===== src/clnsq_pkg.sv =====
`timescale 1ns / 1ps
// ----------------------------------------------------------------------------
// clnsq_pkg
// Types, codes and constants shared by the character LCD nibble sequencer.
// ----------------------------------------------------------------------------
package clnsq_pkg;

    // display command codes carried by an input item
    typedef enum logic [1:0] {
        CMD_WRITE_CHAR = 2'd0,
        CMD_CLEAR      = 2'd1,
        CMD_SET_CURSOR = 2'd2,
        CMD_INIT       = 2'd3
    } cmd_code_t;

    // configuration register indexes
    typedef enum logic [1:0] {
        CFG_COMMAND_WAIT = 2'd0,
        CFG_CLEAR_WAIT   = 2'd1,
        CFG_POWERUP_WAIT = 2'd2
    } cfg_index_t;

    // kind of job handed from the front end to the back end
    typedef enum logic [1:0] {
        JOB_CHAR  = 2'd0,
        JOB_INSTR = 2'd1,
        JOB_CLEAR = 2'd2,
        JOB_INIT  = 2'd3
    } job_kind_t;

    // selects the wait after a strobe
    typedef enum logic [2:0] {
        AFTER_NONE    = 3'd0,
        AFTER_RESET1  = 3'd1,
        AFTER_RESET2  = 3'd2,
        AFTER_COMMAND = 3'd3,
        AFTER_CLEAR   = 3'd4
    } after_sel_t;

    // input item
    typedef struct packed {
        cmd_code_t   command;
        logic [7:0]  value;
    } cmd_item_t;

    // result item, one per enable strobe
    typedef struct packed {
        logic        reg_select;
        logic [3:0]  nibble;
        logic [15:0] wait_before_us;
        logic [15:0] wait_after_us;
        logic        last;
    } xfer_item_t;

    // queue entry between front and back
    typedef struct packed {
        job_kind_t   kind;
        logic [7:0]  data_byte;
    } job_t;

    // configuration register set
    typedef struct packed {
        logic [15:0] command_wait_us;
        logic [15:0] clear_wait_us;
        logic [15:0] powerup_wait_us;
    } cfg_t;

    // one step of the initialization run
    typedef struct packed {
        logic [3:0]  nibble;
        after_sel_t  after_sel;
        logic        powerup_before;
    } init_step_t;

    localparam logic [15:0] COMMAND_WAIT_RESET = 16'd40;
    localparam logic [15:0] CLEAR_WAIT_RESET   = 16'd2000;
    localparam logic [15:0] POWERUP_WAIT_RESET = 16'd15000;
    localparam logic [15:0] RESET_WAIT1_US     = 16'd5000;
    localparam logic [15:0] RESET_WAIT2_US     = 16'd100;
    localparam logic [15:0] WAIT_MAX           = 16'hFFFF;

    localparam logic [7:0]  CLEAR_BYTE    = 8'h01;
    localparam logic [7:0]  SET_DDRAM     = 8'h80;
    localparam logic [7:0]  LINE_TWO_BASE = 8'h40;

    localparam logic [3:0]  BYTE_LAST_STEP = 4'd1;
    localparam logic [3:0]  INIT_LAST_STEP = 4'd11;

    // initialization run: three reset nibbles, 4-bit mode, function set 0x28,
    // display on 0x0C, entry mode 0x06, clear 0x01
    function automatic init_step_t init_step(input logic [3:0] step);
        init_step_t s;
        s = '{nibble: 4'h0, after_sel: AFTER_NONE, powerup_before: 1'b0};
        case (step)
            4'd0:  s = '{nibble: 4'h3, after_sel: AFTER_RESET1,  powerup_before: 1'b1};
            4'd1:  s = '{nibble: 4'h3, after_sel: AFTER_RESET2,  powerup_before: 1'b0};
            4'd2:  s = '{nibble: 4'h3, after_sel: AFTER_COMMAND, powerup_before: 1'b0};
            4'd3:  s = '{nibble: 4'h2, after_sel: AFTER_COMMAND, powerup_before: 1'b0};
            4'd4:  s = '{nibble: 4'h2, after_sel: AFTER_NONE,    powerup_before: 1'b0};
            4'd5:  s = '{nibble: 4'h8, after_sel: AFTER_COMMAND, powerup_before: 1'b0};
            4'd6:  s = '{nibble: 4'h0, after_sel: AFTER_NONE,    powerup_before: 1'b0};
            4'd7:  s = '{nibble: 4'hC, after_sel: AFTER_COMMAND, powerup_before: 1'b0};
            4'd8:  s = '{nibble: 4'h0, after_sel: AFTER_NONE,    powerup_before: 1'b0};
            4'd9:  s = '{nibble: 4'h6, after_sel: AFTER_COMMAND, powerup_before: 1'b0};
            4'd10: s = '{nibble: 4'h0, after_sel: AFTER_NONE,    powerup_before: 1'b0};
            4'd11: s = '{nibble: 4'h1, after_sel: AFTER_CLEAR,   powerup_before: 1'b0};
            default: s = '{nibble: 4'h0, after_sel: AFTER_NONE, powerup_before: 1'b0};
        endcase
        return s;
    endfunction

endpackage


===== src/clnsq_front.sv =====
`timescale 1ns / 1ps
// ----------------------------------------------------------------------------
// clnsq_front
// Accepts command items, maps them to byte jobs and drops out-of-range
// cursor positions.
// ----------------------------------------------------------------------------
module clnsq_front
    import clnsq_pkg::*;
#(
    parameter int LINE_LENGTH = 16
) (
    input  logic      s_valid,
    output logic      s_ready,
    input  cmd_item_t s_data,
    output logic      push_valid,
    input  logic      push_ready,
    output job_t      push_job
);

    localparam logic [7:0] LINE_LEN8 = 8'(LINE_LENGTH);
    localparam logic [7:0] MAX_POS   = 8'(2 * LINE_LENGTH);

    logic [7:0] pos_m1;
    logic [7:0] ddram_addr;
    logic       pos_ok;
    logic       drop;

    // cursor position to display address, line two starts at 0x40
    always_comb begin
        pos_m1     = s_data.value - 8'd1;
        pos_ok     = (s_data.value != 8'd0) && (s_data.value <= MAX_POS);
        ddram_addr = (pos_m1 >= LINE_LEN8) ? (pos_m1 - LINE_LEN8 + LINE_TWO_BASE) : pos_m1;
    end

    // classify the item into a job
    always_comb begin
        drop     = 1'b0;
        push_job = '{kind: JOB_CHAR, data_byte: s_data.value};
        unique case (s_data.command)
            CMD_WRITE_CHAR: push_job = '{kind: JOB_CHAR, data_byte: s_data.value};
            CMD_CLEAR:      push_job = '{kind: JOB_CLEAR, data_byte: CLEAR_BYTE};
            CMD_SET_CURSOR: begin
                push_job = '{kind: JOB_INSTR, data_byte: ddram_addr | SET_DDRAM};
                drop     = !pos_ok;
            end
            CMD_INIT:       push_job = '{kind: JOB_INIT, data_byte: CLEAR_BYTE};
            default:        push_job = '{kind: JOB_CHAR, data_byte: s_data.value};
        endcase
    end

    // an item that makes no transfers is taken and not queued
    assign s_ready    = push_ready;
    assign push_valid = s_valid && !drop;

endmodule


===== src/clnsq_queue.sv =====
`timescale 1ns / 1ps
// ----------------------------------------------------------------------------
// clnsq_queue
// Short job queue between front end and back end.
// ----------------------------------------------------------------------------
module clnsq_queue
    import clnsq_pkg::*;
#(
    parameter int DEPTH = 4
) (
    input  logic aclk,
    input  logic aresetn,
    input  logic wr_valid,
    output logic wr_ready,
    input  job_t wr_data,
    output logic rd_valid,
    input  logic rd_ready,
    output job_t rd_data
);

    localparam int PTR_W = $clog2(DEPTH);
    localparam int CNT_W = $clog2(DEPTH + 1);
    localparam logic [PTR_W-1:0] PTR_LAST = PTR_W'(DEPTH - 1);
    localparam logic [CNT_W-1:0] CNT_FULL = CNT_W'(DEPTH);

    job_t             entry_reg [DEPTH];
    logic [PTR_W-1:0] wr_ptr_reg, wr_ptr_next;
    logic [PTR_W-1:0] rd_ptr_reg, rd_ptr_next;
    logic [CNT_W-1:0] count_reg, count_next;
    logic             do_wr;
    logic             do_rd;

    assign wr_ready = (count_reg != CNT_FULL);
    assign rd_valid = (count_reg != '0);
    assign rd_data  = entry_reg[rd_ptr_reg];
    assign do_wr    = wr_valid && wr_ready;
    assign do_rd    = rd_valid && rd_ready;

    // pointer and fill level update
    always_comb begin
        wr_ptr_next = wr_ptr_reg;
        rd_ptr_next = rd_ptr_reg;
        count_next  = count_reg;
        if (do_wr) begin
            wr_ptr_next = (wr_ptr_reg == PTR_LAST) ? '0 : wr_ptr_reg + 1'b1;
        end
        if (do_rd) begin
            rd_ptr_next = (rd_ptr_reg == PTR_LAST) ? '0 : rd_ptr_reg + 1'b1;
        end
        if (do_wr && !do_rd) begin
            count_next = count_reg + 1'b1;
        end else if (do_rd && !do_wr) begin
            count_next = count_reg - 1'b1;
        end
    end

    always_ff @(posedge aclk) begin
        if (!aresetn) begin
            wr_ptr_reg <= '0;
            rd_ptr_reg <= '0;
            count_reg  <= '0;
        end else begin
            wr_ptr_reg <= wr_ptr_next;
            rd_ptr_reg <= rd_ptr_next;
            count_reg  <= count_next;
        end
    end

    // entry storage
    always_ff @(posedge aclk) begin
        if (do_wr) begin
            entry_reg[wr_ptr_reg] <= wr_data;
        end
    end

endmodule


===== src/clnsq_back.sv =====
`timescale 1ns / 1ps
// ----------------------------------------------------------------------------
// clnsq_back
// Steps through the nibble transfers of the job at the queue head and holds
// each transfer in the output register.
// ----------------------------------------------------------------------------
module clnsq_back
    import clnsq_pkg::*;
(
    input  logic       aclk,
    input  logic       aresetn,
    input  cfg_t       cfg,
    input  logic       job_valid,
    input  job_t       job,
    output logic       job_pop,
    output logic       m_valid,
    input  logic       m_ready,
    output xfer_item_t m_data
);

    logic [3:0] step_reg, step_next;
    logic       m_valid_reg, m_valid_next;
    xfer_item_t m_data_reg;

    logic       out_free;
    logic       load;
    logic       is_init;
    logic       is_last;
    logic [16:0] clear_sum;
    logic [15:0] clear_after;
    init_step_t init_s;
    after_sel_t after_sel;
    xfer_item_t xfer;

    assign out_free = !m_valid_reg || m_ready;
    assign load     = out_free && job_valid;
    assign is_init  = (job.kind == JOB_INIT);
    assign is_last  = is_init ? (step_reg == INIT_LAST_STEP) : (step_reg == BYTE_LAST_STEP);
    assign job_pop  = load && is_last;

    // clear wait, saturated
    assign clear_sum   = {1'b0, cfg.command_wait_us} + {1'b0, cfg.clear_wait_us};
    assign clear_after = clear_sum[16] ? WAIT_MAX : clear_sum[15:0];

    // build the transfer for the current step
    always_comb begin
        init_s    = init_step(step_reg);
        after_sel = AFTER_NONE;
        xfer      = '0;
        if (is_init) begin
            xfer.reg_select     = 1'b0;
            xfer.nibble         = init_s.nibble;
            xfer.wait_before_us = init_s.powerup_before ? cfg.powerup_wait_us : 16'd0;
            after_sel           = init_s.after_sel;
        end else begin
            xfer.reg_select     = (job.kind == JOB_CHAR);
            xfer.nibble         = step_reg[0] ? job.data_byte[3:0] : job.data_byte[7:4];
            xfer.wait_before_us = 16'd0;
            if (step_reg[0]) begin
                after_sel = (job.kind == JOB_CLEAR) ? AFTER_CLEAR : AFTER_COMMAND;
            end
        end
        unique case (after_sel)
            AFTER_NONE:    xfer.wait_after_us = 16'd0;
            AFTER_RESET1:  xfer.wait_after_us = RESET_WAIT1_US;
            AFTER_RESET2:  xfer.wait_after_us = RESET_WAIT2_US;
            AFTER_COMMAND: xfer.wait_after_us = cfg.command_wait_us;
            AFTER_CLEAR:   xfer.wait_after_us = clear_after;
            default:       xfer.wait_after_us = 16'd0;
        endcase
        xfer.last = is_last;
    end

    // step counter and output register control
    always_comb begin
        step_next    = step_reg;
        m_valid_next = m_valid_reg;
        if (out_free) begin
            m_valid_next = job_valid;
        end
        if (load) begin
            step_next = is_last ? 4'd0 : step_reg + 4'd1;
        end
    end

    always_ff @(posedge aclk) begin
        if (!aresetn) begin
            step_reg    <= 4'd0;
            m_valid_reg <= 1'b0;
        end else begin
            step_reg    <= step_next;
            m_valid_reg <= m_valid_next;
        end
    end

    // output payload
    always_ff @(posedge aclk) begin
        if (load) begin
            m_data_reg <= xfer;
        end
    end

    assign m_valid = m_valid_reg;
    assign m_data  = m_data_reg;

`ifndef ASSERT_OFF
    // step count stays within the longest run
    assert property (@(posedge aclk) disable iff (!aresetn)
        step_reg <= INIT_LAST_STEP)
        else $error("step counter past end of init run");

    // a partly sent job stays at the queue head
    assert property (@(posedge aclk) disable iff (!aresetn)
        (step_reg != 4'd0) |-> job_valid)
        else $error("job left queue before its last transfer");

    // byte jobs take two steps only
    assert property (@(posedge aclk) disable iff (!aresetn)
        (job_valid && !is_init) |-> (step_reg <= BYTE_LAST_STEP))
        else $error("byte job past its second nibble");

    // after the last transfer of a job the step count restarts
    assert property (@(posedge aclk) disable iff (!aresetn)
        (load && is_last) |=> (step_reg == 4'd0))
        else $error("step counter not cleared after last transfer");

    // a wait before the strobe only on the first init nibble
    assert property (@(posedge aclk) disable iff (!aresetn)
        (load && xfer.wait_before_us != 16'd0) |-> (is_init && step_reg == 4'd0))
        else $error("wait before strobe outside first init nibble");
`endif

endmodule


===== src/char_lcd_nibble_sequencer.sv =====
`timescale 1ns / 1ps
// ----------------------------------------------------------------------------
// char_lcd_nibble_sequencer
// Turns display commands into 4-bit transfers for a character LCD.
// ----------------------------------------------------------------------------
// Usage:
//   s_ channel takes one command item (write char, clear, set cursor, init).
//   m_ channel gives one nibble transfer per item: register select, data
//   nibble (high nibble first), wait before and after the strobe, and last
//   on the final transfer of the command.
//   cfg channel writes the three wait registers (index 0 command wait,
//   1 clear wait, 2 power-up wait); it is always ready and is meant to be
//   used only while no command is in flight. Other indexes are ignored.
// Throughput:
//   an item is written into the job queue, and its first transfer is then
//   loaded into the output register, from which it is valid on m_.
//   While m_ready is high the output stage gives one transfer per cycle; a
//   byte command gives 2 transfers, initialize gives 12, and a cursor
//   position out of range gives none. A four-entry job queue lets new
//   commands be taken while earlier ones are still being sent.
// Reset and stall:
//   reset empties the queue and output stage and restores the wait
//   registers (40, 2000, 15000 us). When m_ready is low the current transfer
//   holds; the queue fills and then s_ready drops.
// ----------------------------------------------------------------------------
module char_lcd_nibble_sequencer
    import clnsq_pkg::*;
#(
    parameter int LINE_LENGTH = 16,
    parameter int QUEUE_DEPTH = 4
) (
    input  logic        aclk,
    input  logic        aresetn,
    input  logic        s_valid,
    output logic        s_ready,
    input  cmd_item_t   s_data,
    output logic        m_valid,
    input  logic        m_ready,
    output xfer_item_t  m_data,
    input  logic        cfg_valid,
    output logic        cfg_ready,
    input  logic [1:0]  cfg_index,
    input  logic [15:0] cfg_data
);

    cfg_t cfg_reg, cfg_next;

    logic push_valid;
    logic push_ready;
    job_t push_job;
    logic job_valid;
    logic job_pop;
    job_t job_head;

    // configuration registers
    assign cfg_ready = 1'b1;

    always_comb begin
        cfg_next = cfg_reg;
        if (cfg_valid && cfg_ready) begin
            unique case (cfg_index)
                CFG_COMMAND_WAIT: cfg_next.command_wait_us = cfg_data;
                CFG_CLEAR_WAIT:   cfg_next.clear_wait_us   = cfg_data;
                CFG_POWERUP_WAIT: cfg_next.powerup_wait_us = cfg_data;
                default:          cfg_next = cfg_reg;
            endcase
        end
    end

    always_ff @(posedge aclk) begin
        if (!aresetn) begin
            cfg_reg.command_wait_us <= COMMAND_WAIT_RESET;
            cfg_reg.clear_wait_us   <= CLEAR_WAIT_RESET;
            cfg_reg.powerup_wait_us <= POWERUP_WAIT_RESET;
        end else begin
            cfg_reg <= cfg_next;
        end
    end

    // command classification
    clnsq_front #(
        .LINE_LENGTH (LINE_LENGTH)
    ) u_front (
        .s_valid    (s_valid),
        .s_ready    (s_ready),
        .s_data     (s_data),
        .push_valid (push_valid),
        .push_ready (push_ready),
        .push_job   (push_job)
    );

    // job queue
    clnsq_queue #(
        .DEPTH (QUEUE_DEPTH)
    ) u_queue (
        .aclk     (aclk),
        .aresetn  (aresetn),
        .wr_valid (push_valid),
        .wr_ready (push_ready),
        .wr_data  (push_job),
        .rd_valid (job_valid),
        .rd_ready (job_pop),
        .rd_data  (job_head)
    );

    // transfer sequencing
    clnsq_back u_back (
        .aclk      (aclk),
        .aresetn   (aresetn),
        .cfg       (cfg_reg),
        .job_valid (job_valid),
        .job       (job_head),
        .job_pop   (job_pop),
        .m_valid   (m_valid),
        .m_ready   (m_ready),
        .m_data    (m_data)
    );

endmodule

===== config.mk =====
export PLATFORM = sky130hd
export DESIGN_NAME = char_lcd_nibble_sequencer
export DESIGN_NICKNAME = d
export VERILOG_FILES = /design/src/clnsq_pkg.sv /design/src/clnsq_front.sv /design/src/clnsq_queue.sv /design/src/clnsq_back.sv /design/src/char_lcd_nibble_sequencer.sv
export SDC_FILE = /design/constraint.sdc
export NUM_CORES = 1
export LEC_CHECK = 0
export BUFFER_PORTS_ARGS = -buffer_cell sky130_fd_sc_hd__buf_2
export CELL_PAD_IN_SITES_DETAIL_PLACEMENT = 0
export CELL_PAD_IN_SITES_GLOBAL_PLACEMENT = 1
export CORE_MARGIN = 3
export CORE_UTILIZATION = 50
export CTS_BUF_LIST = sky130_fd_sc_hd__clkbuf_16
export DETAILED_ROUTE_END_ITERATION = 7
export GPL_TIMING_DRIVEN = 0
export PLACE_DENSITY_LB_ADDON = 0.1
export SYNTH_ARGS = -nofsm -noshare
export SYNTH_HDL_FRONTEND = slang
export SYNTH_SLANG_ARGS = --single-unit

===== constraint.sdc =====
create_clock -name aclk -period 10.05 [get_ports aclk]
set_clock_uncertainty 0.15 [all_clocks]
set_input_delay 1.005 -clock aclk [delete_from_list [all_inputs] [get_ports aclk]]
set_output_delay 1.005 -clock aclk [all_outputs]
set_load 0.02 [all_outputs]

-- After elaboration in Yosys (flattened, before gate mapping)
Memories as Yosys holds them, arrays and structs flattened. A register that Yosys moved wholly into a read port is not among the register bits.
Cells that the tools add are included.
- bits in writable memories: 40
- register bits: 98
- output and inout port bits: 41
- bits in read-only memories: 128
- input port bits: 33
- latch bits: 0
- word-level logic and storage cells: 89
- memories: 2
- memory list (memory ; depth ; width ; rd ports ; clocked after memory_dff ; wr ports ; RTL line ; RTL):
    (no name shown) ; 16 ; 8 ; 1 ; 1 ; 0 ; clnsq_pkg.sv:94 ; case (step)
    u_queue.entry_reg ; 4 ; 10 ; 1 ; 1 ; 1 ; clnsq_queue.sv:26 ; job_t entry_reg [DEPTH];
- $add $sub $neg: 9
- multiplexer cells: 23
- reduce and logical (&&, ||, !) cells: 24
- equal/unequal tests: 16
- bitwise gates (word level): 0
- shifts and indexed selects: 0
- $lt $le $gt $ge: 2
- div/mod/pow operators: 0
- $mul: 0
- operators with widths (cell ; count):
    16-bit one-hot mux with 4 select lines ; 1
    10-bit one-hot mux with 4 select lines ; 1
    16-bit two-way mux ; 2
    20-bit two-way mux ; 1
    16-bit by 16-bit adder with 17-bit output ; 1
    4-bit two-way mux ; 4
    3-bit two-way mux ; 5
    2-bit equality test (second input constant) ; 7
    8-bit by 5-bit greater-or-equal comparator with 1-bit output (second input constant) ; 1
    8-bit by 6-bit less-or-equal comparator with 1-bit output (second input constant) ; 1
    1-bit logical AND ; 8
    2-bit two-way mux ; 4
    2-bit AND reduction ; 4
    8-bit nonzero test ; 1
    8-bit by 1-bit subtractor with 8-bit output (second input constant) ; 1
    7-bit adder (second input constant) ; 1
    7-bit two-way mux ; 1
    7-bit by 5-bit subtractor with 7-bit output (second input constant) ; 1
    3-bit by 2-bit equality test with 1-bit output (second input constant) ; 2
    2-bit zero test ; 3
    1-bit zero test ; 5
    2-bit by 1-bit adder with 2-bit output (second input constant) ; 2
    4-bit by 1-bit adder with 4-bit output (second input constant) ; 1
    2-bit by 1-bit equality test with 1-bit output (second input constant) ; 2
    other kinds (11) ; 14

-- Longest topological paths before layout
- word-level depth: 11
- gate-level depth with buffers: 14
- gate-level depth less buffers: 12

-- Hierarchy
From an unflattened synthesis, not the netlist that was laid out.
- cells, all modules: 675
- area total of the unflattened synthesis: 7415.9 um2
- by module, submodules not included (module ; area each (um2) ; seq. area each (um2) ; cells an instance ; times used):
    clnsq_back ; 3070.4 ; 1401.3 ; 309 ; 1
    char_lcd_nibble_sequencer ; 1955.6 ; 960.9 ; 193 ; 1
    clnsq_queue ; 1920.6 ; 1381.3 ; 103 ; 1
    clnsq_front ; 469.2 ; 0.0 ; 70 ; 1

-- Least setup slack after synthesis
OpenSTA, ideal clock, no wires.
- kind: input port to flip-flop
- from: input m_ready
- to: register u_back.init_s[2] (netlist name)
- setup time: 0.116 ns
- required time: 9.784 ns
- slack: 5.851 ns
- cell stages on the path: 6
- path buffers: 0
- data arrival time: 3.932 ns
- cells stage by stage: nor2b_1 -> nor2_1 -> and4_1 -> xor2_1 -> a21oi_1 -> a31o_2
- cells in the longest elaborated chain, start to end: 4
- RTL lines (what ; RTL line ; RTL):
    from (decl) ; char_lcd_nibble_sequencer.sv:38 ; input logic m_ready,
    1-bit logical OR ; clnsq_back.sv:35 ; assign out_free = !m_valid_reg || m_ready;
    1-bit logical AND ; clnsq_back.sv:36 ; assign load = out_free && job_valid;
    4-bit two-way mux (no line) (2 in series) ; -- ;
Every way passes these cells.
A chain may end at the register's enable or synchronous reset.

-- Worst setup path after layout
- from: input s_data[0] (netlist name)
- to: register u_queue.count_reg[2]
- cells in the longest elaborated chain, start to end: 10
- elaborated cells between the ends (all ways): 13
- classes of those cells: order compare: 1; mux: 2; reduce/logical: 10
- RTL lines (what ; RTL line ; RTL):
    from (decl) ; char_lcd_nibble_sequencer.sv:36 ; input cmd_item_t s_data,
    8-bit by 6-bit less-or-equal comparator with 1-bit output / 8-bit nonzero test (equally long branches) ; clnsq_front.sv:31 ; pos_ok = (s_data.value != 8'd0) && (s_data.value <= MAX_POS);
    1-bit logical AND * ; clnsq_front.sv:31 ;
    1-bit zero test * ; clnsq_front.sv:44 ; drop = !pos_ok;
    1-bit two-way mux * ; clnsq_front.sv:39 ; unique case (s_data.command)
    1-bit zero test * ; clnsq_front.sv:53 ; assign push_valid = s_valid && !drop;
    1-bit logical AND * ; clnsq_front.sv:53 ;
    1-bit logical AND * ; clnsq_queue.sv:36 ; assign do_wr = wr_valid && wr_ready;
    named net u_queue.do_wr ; clnsq_queue.sv:30 ; logic do_wr;
    1-bit zero test ; clnsq_queue.sv:52 ; end else if (do_rd && !do_wr) begin
    1-bit logical AND ; clnsq_queue.sv:52 ;
    2-bit nonzero test (no line) ; -- ;
    to (signal assigned) ; clnsq_queue.sv:65 ; count_reg <= count_next;
    to (decl) ; clnsq_queue.sv:29 ; logic [CNT_W-1:0] count_reg, count_next;
The timed path passes the listed nets; every way through them passes the cells marked *.

==> summary.txt <==
Outcome
  – Status: complete, no violations

Floorplanning
  – I/O pin cnt: 74
  – Initial Utilization: 0.515
  – Die area: 0.0160 mm2
  – Num rows: 43
  – Core area: 0.0140 mm2
  – Die Span Y: 126 um
  – Die Wd: 126 um

Power and ir drop
  – NetSw: 0.727 mW
  – Sequential share of power: 0.409
  – Power density over the cells: 248 mW/mm2
  – Internal Power: 1.36 mW
  – Clk pwr share: 0.298
  – Total Power: 2.08 mW
  – Switching Share: 0.349
  – Comb power frac: 0.293
  – Maximum VDD drop: 136 uV
  – Leakage: 3.37 nW

Cells and area
  – Antenna cells: 0
  – # nets final: 844
  – Number of flip-flops under the largest register name: 48
  – Layout Utilization: 0.599
  – Layout cells sized above 1: 0.157
  – Synthesis-to-layout area growth: 16.2%

Synthesis
  – Synthesized area per cell: 10.5 um2
  – Register area share after synthesis: 0.517
  – Cells after synthesis: 692
  – Top cell type by total area after synthesis: edfxtp_1
  – Main synth FF type: edfxtp_1
  – Syn. warnings: 0
  – Synth top area share: 0.324
  – Cell area after synthesis: 0.00724 mm2
  – Most common cell in the synthesized netlist: nand2_1
  – Synth top cells by count: nand2_1, edfxtp_1, dfxtp_1, a21boi_0, o21ai_0
  – EDFF count, synth: 78
  – Area contributors post-synth: edfxtp_1, dfxtp_1, nand2_1
  – FF+latch count, synth: 148
  – Post-synth ARST share: 0
  – Post-synthesis net count: 755
  – Netlist cell types: 72

GRT
  – M3 GR Usage: 0.0442
  – Total global-route track usage: 0.219
  – Vias in the first global route: 5,431
  – Grt met1 use: 0.271
  – Busiest layer in global routing: met2
  – First-pass GRT wire length: 27.5 mm
  – Largest net degree at the start of global routing: 35
  – Initial antenna violation count: 0
  – GR Util met2: 0.376
  – Total gr overflow: 0

CTS
  – Htree depth: 4
  – TritonCTS Buffers: 17
  – Post-CTS sizing: 0
  – Sink Count: 148
  – Hold Buf Count CTS: 0
  – Worst-Skew Late Latency: 430 ps
  – TritonCTS clock tree: yes
  – Max Root-Sink Buffers: 2
  – Clk root buf: clkbuf_16
  – Post-CTS Setup Repair Bufs: 0
  – Clock slew at reported path FFs: 70 ps

Placement
  – Port Buffers: 69
  – Hpwl dp: 12.5 mm
  – Placer Congestion: 0.919

STA
  – Final hold vios: 0
  – RSZ-0062 raised after global routing: no
  – Worst rel slew slack: 0.456
  – Slew @ Worst Pin: 810 ps
  – Setup TNS: 0 ps
  – Final setup viols: 0
  – Fin crit share: 0.384
  – Final min period: 3860 ps
  – Max-slew violation count: 0
  – Fmax: 259 MHz

Critical path
  – CP max stage delay: 380 ps
  – Required @ worst endpoint: 10,260 ps
  – Crit path kind: in2reg
  – Critical path, cell by cell: buf_2 > clkbuf_1 > inv_1 > ha_1 > nor4b_1 > xor2_1 > o31ai_1 > and3_1 > clkbuf_1 > ha_1 > inv_1 > fa_1 > xor2_1 > or3_1 > a21boi_0
  – Nature of the critical path endpoint: flop
  – CP Max Fanout: 7
  – Crit start category: input pin
  – Slowest cell on the critical path: fa_1
  – CP arrival: 4070 ps

Worst hold path
  – Hold Crit Class: reg2reg

Route
  – DR iter-0 viols: 324
  – Final ANT Viol Nets: 0
  – DR vias/cell: 5.68
  – Wire length per cell: 17.6 um
  – Total number of vias: 5,536
  – # DRC: 0
  – Total length of routed wires: 17.2 mm
  – First-pass iteration count of the detailed router: 5

Flow run
  – Max Cap Viol: 0
==> power by group through the flow <==
stage | logic [mW] | clock network (mW) | registers (mW)
after floorplan | 0.296 | 0 | 0.974
after global placement | 0.583 | 0 | 0.871
after detailed placement | 0.611 | 0 | 0.866
after CTS | 0.616 | 0.627 | 0.855
after global routing | 0.663 | 0.656 | 0.866
final | 0.610 | 0.621 | 0.853
==> cell usage in the layout, fill, tap and decap left out, types with 4 or more instances in the layout <==
master,count
nand2_1,130
and2_1,7
inv_1,12
mux4_1,8
and3_1,23
nor2b_1,11
or3_1,8
nand3_1,26
o211ai_1,7
nor3_1,10
a21boi_0,35
inv_6,5
clkbuf_1,30
buf_2,70
dfxtp_1,70
o21ai_0,32
nor2_1,29
edfxtp_1,78
xnor2_1,10
a21oi_1,28
xor2_1,11
a211oi_1,4
o21bai_1,5
nand2b_1,4
ha_1,28
mux2i_1,12
clkbuf_16,17
==> worst max-delay path: cells and delay by family <==
family / cells / cell delay (ps)
buffers and inverters: 5 / 820
AO/OA/AOI/OAI: 2 / 390
XOR/XNOR: 2 / 330
AND/OR/NAND/NOR: 3 / 660
adder cells (fa/ha/maj): 3 / 850
==> layout make-up <==
| cell class | count | area (um2) |
|---|---|---|
| Fill cell | 1191 | 5630 |
| Sequential cell | 148 | 3740 |
| Multi-Input combinational cell | 495 | 3300 |
| Clock buffer | 17 | 425 |
| Timing Repair Buffer | 70 | 365 |
| Tap cell | 180 | 225 |
| Buffer | 36 | 153 |
| Clock inverter | 15 | 149 |
| Inverter | 13 | 48.8 |
==> stage by stage <==
stage / hold slack, ps / setup WS, ps / cell area (um2) / instances
2_1_floorplan: 282 / 5850 / 7240 / 692
3_3_place_gp: 301 / 4790 / 7810 / 941
3_5_place_dp: 307 / 5760 / 7840 / 942
4_1_cts: 316 / 6200 / 8410 / 974
5_1_grt: 329 / 5970 / 8410 / 974
6_report: 315 / 6190 / 8410 / 974
==> cell families (layout without fill, tap and decap cells) <==
| kind of cell | Yosys count | count (layout) | share of synthesized area |
|---|---|---|---|
| AO/OA/AOI/OAI | 145 | 145 | 0.139 |
| XOR/XNOR | 21 | 21 | 0.0254 |
| adder cells (fa/ha/maj) | 30 | 30 | 0.0539 |
| buffers and inverters | 49 | 151 | 0.0278 |
| flip-flops | 148 | 148 | 0.517 |
| multiplexers | 23 | 23 | 0.0534 |
| other | 1 | 1 | 0.000518 |
| AND/OR/NAND/NOR | 275 | 275 | 0.183 |
==> per-layer routing <==
layer / part of all wire / vias up
met3: 0.036 / 37
met1: 0.44 / 2667
met4: 0.026 / 0
met2: 0.50 / 133
met5: 0 / -
li1: - / 2699
==> final timing paths <==
kind	startpoint	endpoint	slack [ps]	cells after the start
min	cfg_reg[6]	cfg_reg[6]	320	2
min reg2reg	cfg_reg[6]	cfg_reg[6]	320	2
max reg2reg	flop	u_queue.count_reg[2]	6800	10
max	s_data[0]	u_queue.count_reg[2]	6190	15
Power figures use the tool's default switching activity.
